### src/rtl/dual_stack_shared_memory_top_assert.svh
// ----------------------------------------------------------------------------
// Assertion macros for the dual stack block
// Concurrent checks on clk, disabled while arst_n is low.
// ----------------------------------------------------------------------------
`ifndef DUAL_STACK_SHARED_MEMORY_TOP_ASSERT_SVH
`define DUAL_STACK_SHARED_MEMORY_TOP_ASSERT_SVH
`ifndef SYNTH
`define DSSM_ASSERT_NEVER(lbl, cond) \
	lbl: assert property (@(posedge clk) disable iff (!arst_n) !(cond)) \
		else $error("dssm assertion failed");
`define DSSM_ASSERT_IMPLY(lbl, ante, cons) \
	lbl: assert property (@(posedge clk) disable iff (!arst_n) (ante) |-> (cons)) \
		else $error("dssm assertion failed");
`else
`define DSSM_ASSERT_NEVER(lbl, cond)
`define DSSM_ASSERT_IMPLY(lbl, ante, cons)
`endif
`endif

### src/rtl/dssm_pkg.sv
// ----------------------------------------------------------------------------
// dssm_pkg
// Shared constants, word types and codes of the dual stack block.
// ----------------------------------------------------------------------------
package dssm_pkg;

	localparam int STORE_DEPTH = 64;
	localparam int ADDR_W      = $clog2(STORE_DEPTH);
	localparam int VALUE_W     = 32;
	localparam int CNT_W       = 7;
	localparam int CFG_IDX_W   = 1;
	localparam int OPQ_DEPTH   = 2;
	localparam int OPQ_PTR_W   = 1;
	localparam int OPQ_CNT_W   = 2;
	localparam int OUTQ_DEPTH  = 4;
	localparam int OUTQ_PTR_W  = 2;
	localparam int OUTQ_CNT_W  = 3;

	localparam logic [CNT_W-1:0] CAP_RESET = 7'd32;

	localparam logic [CFG_IDX_W-1:0] REG_CAP_NONNEG = 1'b0;
	localparam logic [CFG_IDX_W-1:0] REG_CAP_NEG    = 1'b1;

	localparam logic [2:0] CMD_PUSH         = 3'd0;
	localparam logic [2:0] CMD_POP_NONNEG   = 3'd1;
	localparam logic [2:0] CMD_POP_NEG      = 3'd2;
	localparam logic [2:0] CMD_PRINT_NONNEG = 3'd3;
	localparam logic [2:0] CMD_PRINT_NEG    = 3'd4;

	localparam logic [1:0] STAT_DATA     = 2'd0;
	localparam logic [1:0] STAT_OVERFLOW = 2'd1;
	localparam logic [1:0] STAT_EMPTY    = 2'd2;

	typedef struct packed {
		logic [2:0]                cmd;
		logic signed [VALUE_W-1:0] value;
	} item_t;

	typedef struct packed {
		logic signed [VALUE_W-1:0] data;
		logic [1:0]                status;
		logic                      last;
	} result_t;

	typedef enum logic [2:0] {
		OP_PUSH_NN,
		OP_PUSH_NG,
		OP_POP_NN,
		OP_POP_NG,
		OP_PRINT_NN,
		OP_PRINT_NG
	} op_kind_t;

	typedef struct packed {
		op_kind_t           kind;
		logic [VALUE_W-1:0] value;
	} op_t;

	typedef struct packed {
		logic s1_valid;
		logic printing;
	} back_stat_t;

	typedef struct packed {
		logic [OUTQ_CNT_W-1:0] count;
	} outq_stat_t;

endpackage

### src/rtl/dssm_ram.sv
// ----------------------------------------------------------------------------
// dssm_ram
// Generic single write, single read RAM with registered read data.
// ----------------------------------------------------------------------------
module dssm_ram #(
	parameter int WIDTH = 32,
	parameter int DEPTH = 64
) (
	input  logic                     clk,
	input  logic                     we,
	input  logic [$clog2(DEPTH)-1:0] waddr,
	input  logic [WIDTH-1:0]         wdata,
	input  logic [$clog2(DEPTH)-1:0] raddr,
	output logic [WIDTH-1:0]         rdata
);

	logic [WIDTH-1:0] mem [DEPTH];

	always_ff @(posedge clk) begin
		if (we) begin
			mem[waddr] <= wdata;
		end
		rdata <= mem[raddr];
	end

endmodule

### src/rtl/dssm_front.sv
// ----------------------------------------------------------------------------
// dssm_front
// Takes input words, decodes them into stack operations and queues them.
// ----------------------------------------------------------------------------
module dssm_front import dssm_pkg::*; (
	input  logic  clk,
	input  logic  arst_n,
	input  logic  push,
	input  item_t item,
	output logic  full,
	output logic  op_valid,
	output op_t   op,
	input  logic  op_take
);

	op_t                  opq_q [OPQ_DEPTH];
	logic [OPQ_PTR_W-1:0] wr_ptr_q;
	logic [OPQ_PTR_W-1:0] rd_ptr_q;
	logic [OPQ_CNT_W-1:0] cnt_q;
	op_t                  new_op;
	logic                 known;
	logic                 enq;
	logic                 deq;

	always_comb begin
		new_op.value = item.value;
		new_op.kind  = OP_PUSH_NN;
		known        = 1'b1;
		case (item.cmd)
			CMD_PUSH: begin
				new_op.kind = item.value[VALUE_W-1] ? OP_PUSH_NG : OP_PUSH_NN;
			end
			CMD_POP_NONNEG:   new_op.kind = OP_POP_NN;
			CMD_POP_NEG:      new_op.kind = OP_POP_NG;
			CMD_PRINT_NONNEG: new_op.kind = OP_PRINT_NN;
			CMD_PRINT_NEG:    new_op.kind = OP_PRINT_NG;
			default:          known = 1'b0;
		endcase
	end

	assign full     = (cnt_q == OPQ_CNT_W'(OPQ_DEPTH));
	assign op_valid = (cnt_q != '0);
	assign op       = opq_q[rd_ptr_q];
	assign enq      = push && !full && known;
	assign deq      = op_valid && op_take;

	always_ff @(posedge clk or negedge arst_n) begin
		if (!arst_n) begin
			wr_ptr_q <= '0;
			rd_ptr_q <= '0;
			cnt_q    <= '0;
		end else begin
			if (enq) begin
				wr_ptr_q <= wr_ptr_q + 1'b1;
			end
			if (deq) begin
				rd_ptr_q <= rd_ptr_q + 1'b1;
			end
			cnt_q <= cnt_q + OPQ_CNT_W'(enq) - OPQ_CNT_W'(deq);
		end
	end

	always_ff @(posedge clk) begin
		if (enq) begin
			opq_q[wr_ptr_q] <= new_op;
		end
	end

endmodule

### src/rtl/dssm_back.sv
// ----------------------------------------------------------------------------
// dssm_back
// Executes stack operations on the shared store and issues result words.
// ----------------------------------------------------------------------------
module dssm_back import dssm_pkg::*; (
	input  logic                 clk,
	input  logic                 arst_n,
	input  logic                 cfg_we,
	input  logic [CFG_IDX_W-1:0] cfg_index,
	input  logic [CNT_W-1:0]     cfg_wdata,
	input  logic                 op_valid,
	input  op_t                  op,
	output logic                 op_take,
	input  outq_stat_t           outq_stat,
	output logic                 res_valid,
	output result_t              res,
	output back_stat_t           stat
);

	typedef enum logic {ST_IDLE, ST_PRINT} state_t;

	state_t             state_q, state_d;
	logic [CNT_W-1:0]   cap_nn_q, cap_ng_q;
	logic [CNT_W-1:0]   cnt_nn_q, cnt_nn_d;
	logic [CNT_W-1:0]   cnt_ng_q, cnt_ng_d;
	logic [CNT_W-1:0]   idx_q, idx_d;
	logic [CNT_W-1:0]   base_q, base_d;
	logic               valid_s1;
	logic               ram_s1;
	logic [VALUE_W-1:0] const_s1;
	logic [1:0]         status_s1;
	logic               last_s1;

	logic [CNT_W-1:0]   cn, room, cg;
	logic               can_issue;
	logic               iss_valid, iss_ram, iss_last;
	logic [VALUE_W-1:0] iss_const;
	logic [1:0]         iss_status;
	logic               ram_we;
	logic [ADDR_W-1:0]  ram_waddr, ram_raddr;
	logic [VALUE_W-1:0] ram_rdata;

	assign cn   = (cap_nn_q > CNT_W'(STORE_DEPTH)) ? CNT_W'(STORE_DEPTH) : cap_nn_q;
	assign room = CNT_W'(STORE_DEPTH) - cn;
	assign cg   = (cap_ng_q > room) ? room : cap_ng_q;

	assign can_issue = ({1'b0, outq_stat.count} + (OUTQ_CNT_W+1)'(valid_s1))
		< (OUTQ_CNT_W+1)'(OUTQ_DEPTH);

	always_comb begin
		state_d    = state_q;
		cnt_nn_d   = cnt_nn_q;
		cnt_ng_d   = cnt_ng_q;
		idx_d      = idx_q;
		base_d     = base_q;
		op_take    = 1'b0;
		iss_valid  = 1'b0;
		iss_ram    = 1'b0;
		iss_const  = '1;
		iss_status = STAT_DATA;
		iss_last   = 1'b1;
		ram_we     = 1'b0;
		ram_waddr  = ADDR_W'(cnt_nn_q);
		ram_raddr  = ADDR_W'(base_q + idx_q - 1'b1);
		case (state_q)
			ST_IDLE: begin
				if (op_valid && can_issue) begin
					op_take = 1'b1;
					case (op.kind)
						OP_PUSH_NN: begin
							if (cnt_nn_q >= cn) begin
								iss_valid  = 1'b1;
								iss_status = STAT_OVERFLOW;
							end else begin
								ram_we    = 1'b1;
								ram_waddr = ADDR_W'(cnt_nn_q);
								cnt_nn_d  = cnt_nn_q + 1'b1;
							end
						end
						OP_PUSH_NG: begin
							if (cnt_ng_q >= cg) begin
								iss_valid  = 1'b1;
								iss_status = STAT_OVERFLOW;
							end else begin
								ram_we    = 1'b1;
								ram_waddr = ADDR_W'(cn + cnt_ng_q);
								cnt_ng_d  = cnt_ng_q + 1'b1;
							end
						end
						OP_POP_NN: begin
							iss_valid = 1'b1;
							if (cnt_nn_q == '0) begin
								iss_status = STAT_EMPTY;
							end else begin
								iss_ram   = 1'b1;
								ram_raddr = ADDR_W'(cnt_nn_q - 1'b1);
								cnt_nn_d  = cnt_nn_q - 1'b1;
							end
						end
						OP_POP_NG: begin
							iss_valid = 1'b1;
							iss_const = '0;
							if (cnt_ng_q == '0) begin
								iss_status = STAT_EMPTY;
							end else begin
								iss_ram   = 1'b1;
								ram_raddr = ADDR_W'(cn + cnt_ng_q - 1'b1);
								cnt_ng_d  = cnt_ng_q - 1'b1;
							end
						end
						OP_PRINT_NN: begin
							if (cnt_nn_q != '0) begin
								state_d = ST_PRINT;
								idx_d   = cnt_nn_q;
								base_d  = '0;
							end
						end
						OP_PRINT_NG: begin
							if (cnt_ng_q != '0) begin
								state_d = ST_PRINT;
								idx_d   = cnt_ng_q;
								base_d  = cn;
							end
						end
						default: ;
					endcase
				end
			end
			ST_PRINT: begin
				if (can_issue) begin
					iss_valid = 1'b1;
					iss_ram   = 1'b1;
					iss_last  = (idx_q == CNT_W'(1));
					idx_d     = idx_q - 1'b1;
					if (idx_q == CNT_W'(1)) begin
						state_d = ST_IDLE;
					end
				end
			end
			default: state_d = ST_IDLE;
		endcase
		// register write empties both stacks
		if (cfg_we) begin
			cnt_nn_d = '0;
			cnt_ng_d = '0;
		end
	end

	always_ff @(posedge clk or negedge arst_n) begin
		if (!arst_n) begin
			state_q  <= ST_IDLE;
			cap_nn_q <= CAP_RESET;
			cap_ng_q <= CAP_RESET;
			cnt_nn_q <= '0;
			cnt_ng_q <= '0;
			idx_q    <= '0;
			base_q   <= '0;
			valid_s1 <= 1'b0;
		end else begin
			state_q  <= state_d;
			cnt_nn_q <= cnt_nn_d;
			cnt_ng_q <= cnt_ng_d;
			idx_q    <= idx_d;
			base_q   <= base_d;
			valid_s1 <= iss_valid;
			if (cfg_we) begin
				case (cfg_index)
					REG_CAP_NONNEG: cap_nn_q <= cfg_wdata;
					REG_CAP_NEG:    cap_ng_q <= cfg_wdata;
					default: ;
				endcase
			end
		end
	end

	always_ff @(posedge clk) begin
		ram_s1    <= iss_ram;
		const_s1  <= iss_const;
		status_s1 <= iss_status;
		last_s1   <= iss_last;
	end

	dssm_ram #(
		.WIDTH (VALUE_W),
		.DEPTH (STORE_DEPTH)
	) u_store (
		.clk   (clk),
		.we    (ram_we),
		.waddr (ram_waddr),
		.wdata (op.value),
		.raddr (ram_raddr),
		.rdata (ram_rdata)
	);

	assign res_valid     = valid_s1;
	assign res.data      = ram_s1 ? ram_rdata : const_s1;
	assign res.status    = status_s1;
	assign res.last      = last_s1;
	assign stat.s1_valid = valid_s1;
	assign stat.printing = (state_q == ST_PRINT);

endmodule

### src/rtl/dssm_outq.sv
// ----------------------------------------------------------------------------
// dssm_outq
// Result queue between the execution side and the result port.
// ----------------------------------------------------------------------------
module dssm_outq import dssm_pkg::*; (
	input  logic       clk,
	input  logic       arst_n,
	input  logic       wr_en,
	input  result_t    wr_data,
	output logic       empty,
	input  logic       pop,
	output result_t    rd_data,
	output outq_stat_t stat
);

	result_t               buf_q [OUTQ_DEPTH];
	logic [OUTQ_PTR_W-1:0] wr_ptr_q;
	logic [OUTQ_PTR_W-1:0] rd_ptr_q;
	logic [OUTQ_CNT_W-1:0] cnt_q;
	logic                  deq;

	assign empty      = (cnt_q == '0);
	assign rd_data    = buf_q[rd_ptr_q];
	assign deq        = pop && !empty;
	assign stat.count = cnt_q;

	always_ff @(posedge clk or negedge arst_n) begin
		if (!arst_n) begin
			wr_ptr_q <= '0;
			rd_ptr_q <= '0;
			cnt_q    <= '0;
		end else begin
			if (wr_en) begin
				wr_ptr_q <= wr_ptr_q + 1'b1;
			end
			if (deq) begin
				rd_ptr_q <= rd_ptr_q + 1'b1;
			end
			cnt_q <= cnt_q + OUTQ_CNT_W'(wr_en) - OUTQ_CNT_W'(deq);
		end
	end

	always_ff @(posedge clk) begin
		if (wr_en) begin
			buf_q[wr_ptr_q] <= wr_data;
		end
	end

endmodule

### src/rtl/dual_stack_shared_memory_top.sv
// ----------------------------------------------------------------------------
// Dual stack in a shared store
// Two LIFO stacks in one 64-word store: non-negative values grow up from
// entry 0, negative values grow up from the effective non-negative capacity.
// Commands enter a two-word queue and the execution side takes one per
// cycle while it is idle and the result queue has room: a push or a pop
// uses the store's single write and read port, and a print starts and then
// reads each stored entry in turn. A command's result words are registered
// in the issue stage and then queued for the result port. A full push and
// an empty pop each give one flagged word; a good push and an empty print
// give none. Writing either capacity register empties both stacks; write
// only while idle.
// ----------------------------------------------------------------------------
`include "dual_stack_shared_memory_top_assert.svh"

module dual_stack_shared_memory_top import dssm_pkg::*; (
	input  logic                 clk,
	input  logic                 arst_n,
	input  logic                 push,
	input  item_t                item,
	output logic                 full,
	output logic                 empty,
	input  logic                 pop,
	output result_t              result,
	input  logic                 cfg_we,
	input  logic [CFG_IDX_W-1:0] cfg_index,
	input  logic [CNT_W-1:0]     cfg_wdata
);

	logic       op_valid;
	op_t        op;
	logic       op_take;
	logic       res_valid;
	result_t    res;
	back_stat_t back_stat;
	outq_stat_t outq_stat;

	dssm_front u_front (
		.clk      (clk),
		.arst_n   (arst_n),
		.push     (push),
		.item     (item),
		.full     (full),
		.op_valid (op_valid),
		.op       (op),
		.op_take  (op_take)
	);

	dssm_back u_back (
		.clk       (clk),
		.arst_n    (arst_n),
		.cfg_we    (cfg_we),
		.cfg_index (cfg_index),
		.cfg_wdata (cfg_wdata),
		.op_valid  (op_valid),
		.op        (op),
		.op_take   (op_take),
		.outq_stat (outq_stat),
		.res_valid (res_valid),
		.res       (res),
		.stat      (back_stat)
	);

	dssm_outq u_outq (
		.clk     (clk),
		.arst_n  (arst_n),
		.wr_en   (res_valid),
		.wr_data (res),
		.empty   (empty),
		.pop     (pop),
		.rd_data (result),
		.stat    (outq_stat)
	);

	// result queue never overruns; an in-flight result word always has a slot
	`DSSM_ASSERT_NEVER(a_outq_bound, outq_stat.count > OUTQ_CNT_W'(OUTQ_DEPTH))
	`DSSM_ASSERT_IMPLY(a_issue_room, back_stat.s1_valid, outq_stat.count < OUTQ_CNT_W'(OUTQ_DEPTH))

endmodule
### config.mk
export PLATFORM = sky130hd
export DESIGN_NAME = dual_stack_shared_memory_top
export DESIGN_NICKNAME = d
export VERILOG_FILES = /design/src/rtl/dssm_pkg.sv /design/src/rtl/dssm_ram.sv /design/src/rtl/dssm_front.sv /design/src/rtl/dssm_back.sv /design/src/rtl/dssm_outq.sv /design/src/rtl/dual_stack_shared_memory_top.sv
export VERILOG_INCLUDE_DIRS = /design/src /design/src/rtl
export SDC_FILE = /design/constraint.sdc
export NUM_CORES = 2
export LEC_CHECK = 0
export ABC_AREA = 1
export BUFFER_PORTS_ARGS = -buffer_cell sky130_fd_sc_hd__buf_4
export CAP_MARGIN = 20
export CORE_ASPECT_RATIO = 1.5
export CORE_MARGIN = 2
export CORE_UTILIZATION = 64
export DETAILED_ROUTE_END_ITERATION = 8
export PLACE_DENSITY = 0.8
export SYNTH_ARGS = -nofsm -noshare
export SYNTH_HDL_FRONTEND = slang
export SYNTH_SLANG_ARGS = --single-unit
### constraint.sdc
create_clock -name clk -period 8.9 [get_ports clk]
set_clock_uncertainty 0.15 [all_clocks]
set_input_delay 1.335 -clock clk [delete_from_list [all_inputs] [get_ports clk]]
set_output_delay 1.335 -clock clk [all_outputs]
set_load 0.05 [all_outputs]
==> results.cfg <==
[sta]
final_hold_viol_count = 0
rsz0062_at_grt = false
drv_slew = 0
period_share = 0.8334
fmax_mhz = 134.8
setup_viol = 0
tightest_slew_ns = 1.174
timing.hold.ws_ns = 0.3317
setup_tns_ns = 0
timing.slew.headroom = 0.2141
min_period_ns = 7.417

[route]
drt_iter0_drc = 10170
avgRoutedWirePerCell_um = 24.42
ant_nets = 0
route.vias.total = 71010
drcViolationCount = 0
via_per_inst = 6.261
totalWireLength_um = 277000
drt_first_pass_iters = 6

[global_routing]
grt-ovfl-total = 0
met1_usage = 0.4093
grt_usage = 0.3431
busiest_layer = met2
grt_pass1_vias = 69230
met3_usage = 0.05536
grt_use_met2 = 0.5748
grt_max_degree = 201
grt_antenna_before_repair = 10
grt_pass1_wl_um = 411600

[clock_tree]
cts-root-buf = clkbuf_16
clkTransAtPathRegs_ns = 0.07
numCtsBuffers = 200
clock_path_buffers = 3
cts_max_level = 4
ctsResizeCount = 0
cts.sinks = 2349
cts-hold-fix-buffers = 0
cts_setup_buffers = 0
cts_tree = yes
clk_latency_ns = 0.87

[worst_setup_path]
cp_num_buf_inv = 3
crit_chain = clkinv_1 > nand2_1 > ha_1 > inv_1 > xor2_1 > ha_1 > a21oi_1 > o31ai_1 > a21o_1 > a21oi_1 > o21ai_0 > nand2_1 > clkinv_1 > o21ai_0 > ha_1 > a21oi_1 > o21a_1 > o221ai_1 > nand3b_1 > o21ai_0 > nand2_1 > nor2_4
crit_path_end_kind = flop
max_stage_delay_ns = 1.01
worstSetupPathType = reg -> reg
cp.required_ns = 9.23
crit_family = simple AND/OR/NAND/NOR gates
worst_setup_path_start_kind = flop
cpMaxStageDelayCell = nor2_4
arrival_ns = 7.74
crit_fanout = 32

[final_layout]
nets = 9196
syn2layout_area_growth_pct = 9.352
multi_input_area_mm2 = 0.02669
regArea_mm2 = 0.06990
drive_gt1_frac = 0.07006
fin_util = 0.7031
nFillCells = 10360

[placement]
post-dp-hpwl_um = 156900
port_buffers = 84
gp_congestion = 0.9346

[hold_path]
hold_path_class = reg -> reg

[synth]
ys_types = 51
ys_seq_area_frac = 0.6943
syn_nets = 9391
ys.warnings.count = 0
syn_inst = 9283
synth.top_cells.by_count = 3028 x nand2_1, 2258 x edfxtp_1, 2204 x nand3_1
synth_top_area_share = 0.6735
post-synth-top-area-cell = edfxtp_1
ys_ff_latch = 2349
synthFlopType = edfxtp_1
synth_most_common_cell = nand2_1
async_flop_share = 0.02299
synth_enable_flop_cells = 2258
syn_area_mm2 = 0.1007
syn_avg_cell_area_um2 = 10.84
ys_top_cells_by_area = edfxtp_1 67%, nand2_1 11%, nand3_1 11%, inv_1 1.9%, buf_2 1.8%

[run]
maxCapViolCount = 0

[floorplanning]
pin_count = 85
die_x_um = 327.8
fp-row-count = 178
dieArea_mm2 = 0.1605
start_util = 0.6430
coreArea_mm2 = 0.1566
die_y_um = 489.7

[status]
outcome = finished clean
-- kinds of logic after synthesis --
logic type,share of synthesized area
AND/OR/NAND/NOR,0.2332
flip-flops,0.6943
buffers and inverters,0.04875
AO/OA/AOI/OAI,0.01346
adder cells (fa/ha/maj),0.007756
XOR/XNOR,0.002523
-- cell usage in the layout, fill, tap and decap left out, types with 4 or more instances in the layout --
cell type and count:
edfxtp_1 2258, o211ai_1 5, nand4_1 8, diode_2 9, nand3_1 2204, nand2_4 34, inv_16 4, inv_1 513
nand2_8 4, xnor2_1 9, dfxtp_1 37, nor2_1 135, clkinv_1 33, clkinvlp_4 12, clkinv_8 5, nor3_1 8
nor2_4 68, nand2_1 2995, fa_1 4, clkbuf_16 204, nand2_2 7, clkbuf_8 14, buf_12 26, clkinv_2 31
a21oi_1 32, clkinv_4 6, o22ai_1 42, buf_4 177, dfrtp_1 51, xor2_1 20, o21ai_0 143, bufinv_16 31
inv_6 6, o2111ai_1 4, ha_1 56, clkbuf_1 36
-- registers in the layout, summed over array words and instances, names as in the netlist, 2 cells and up --
name,flops
u_back.u_store.mem,2048
u_outq.buf_q,140
u_front.opq_q,70
u_back.u_store.rdata,32
u_back.cap_ng_q,7
u_back.cap_nn_q,7
u_back.cnt_ng_q,7
u_back.cnt_nn_q,7
u_back.idx_q,7
u_back.base_q,6
u_outq.stat,3
u_back.status_s1,2
u_front.cnt_q,2
u_outq.rd_ptr_q,2
u_outq.wr_ptr_q,2
-- final timing paths --
| kind | start | to | slack, ns | cells past startpoint |
|---|---|---|---|---|
| setup / recovery | u_back.cap_nn_q[6]$_DFFE_PN0P_ | u_back.u_store.mem[7][5]$_DFFE_PP_ | 1.48 | 22 |
| hold reg to reg | u_back.cap_nn_q[4]$_DFFE_PN0P_ | u_back.cap_nn_q[4]$_DFFE_PN0P_ | 0.33 | 2 |
| setup reg to reg | u_back.cap_nn_q[6]$_DFFE_PN0P_ | u_back.u_store.mem[7][5]$_DFFE_PP_ | 1.48 | 22 |
| min in group asynchronous | arst_n | u_back.cap_ng_q[3]$_DFFE_PN0P_ | 0.41 | 1 |
| hold / removal | u_back.cap_nn_q[4]$_DFFE_PN0P_ | u_back.cap_nn_q[4]$_DFFE_PN0P_ | 0.33 | 2 |
| max in group asynchronous | arst_n | u_outq.rd_ptr_q[0]$_DFFE_PN0P_ | 7.65 | 1 |
-- per-layer routing --
metal	up-vias	share of wire
li1	31500	-
met1	33910	0.33
met2	4631	0.50
met3	961	0.10
met4	4	0.074
met5	-	0.00010
-- final cells by class --
class                           instances  area share
Clock buffer                          254     0.04935
Tap cell                             2070     0.02353
Multi-Input combinational cell       5809      0.2424
Antenna cell                            9   0.0002046
Clock inverter                        123     0.01434
Inverter                              524     0.01813
Sequential cell                      2349      0.6350
Timing Repair Buffer                  204     0.01705
-- stage by stage --
step	instances	worst slack, ns	instance area, µm²
2_1_floorplan	9283	2.885	100700
3_3_place_gp	10950	1.551	103000
3_5_place_dp	10950	1.466	103000
4_1_cts	11330	1.466	110000
5_1_grt	11340	0.8793	110100
6_report	11340	1.483	110100
-- worst min-delay path, delay by kind of cell (launching register included) --
kind | cells | cell delay [ns]
flip-flops | 1 | 0.34
AO/OA/AOI/OAI | 1 | 0.06
AND/OR/NAND/NOR | 1 | 0.05
Power is left out: the tool's default activity adds up to more than one toggle a clock period on the data nets, which glitch-free logic cannot reach.
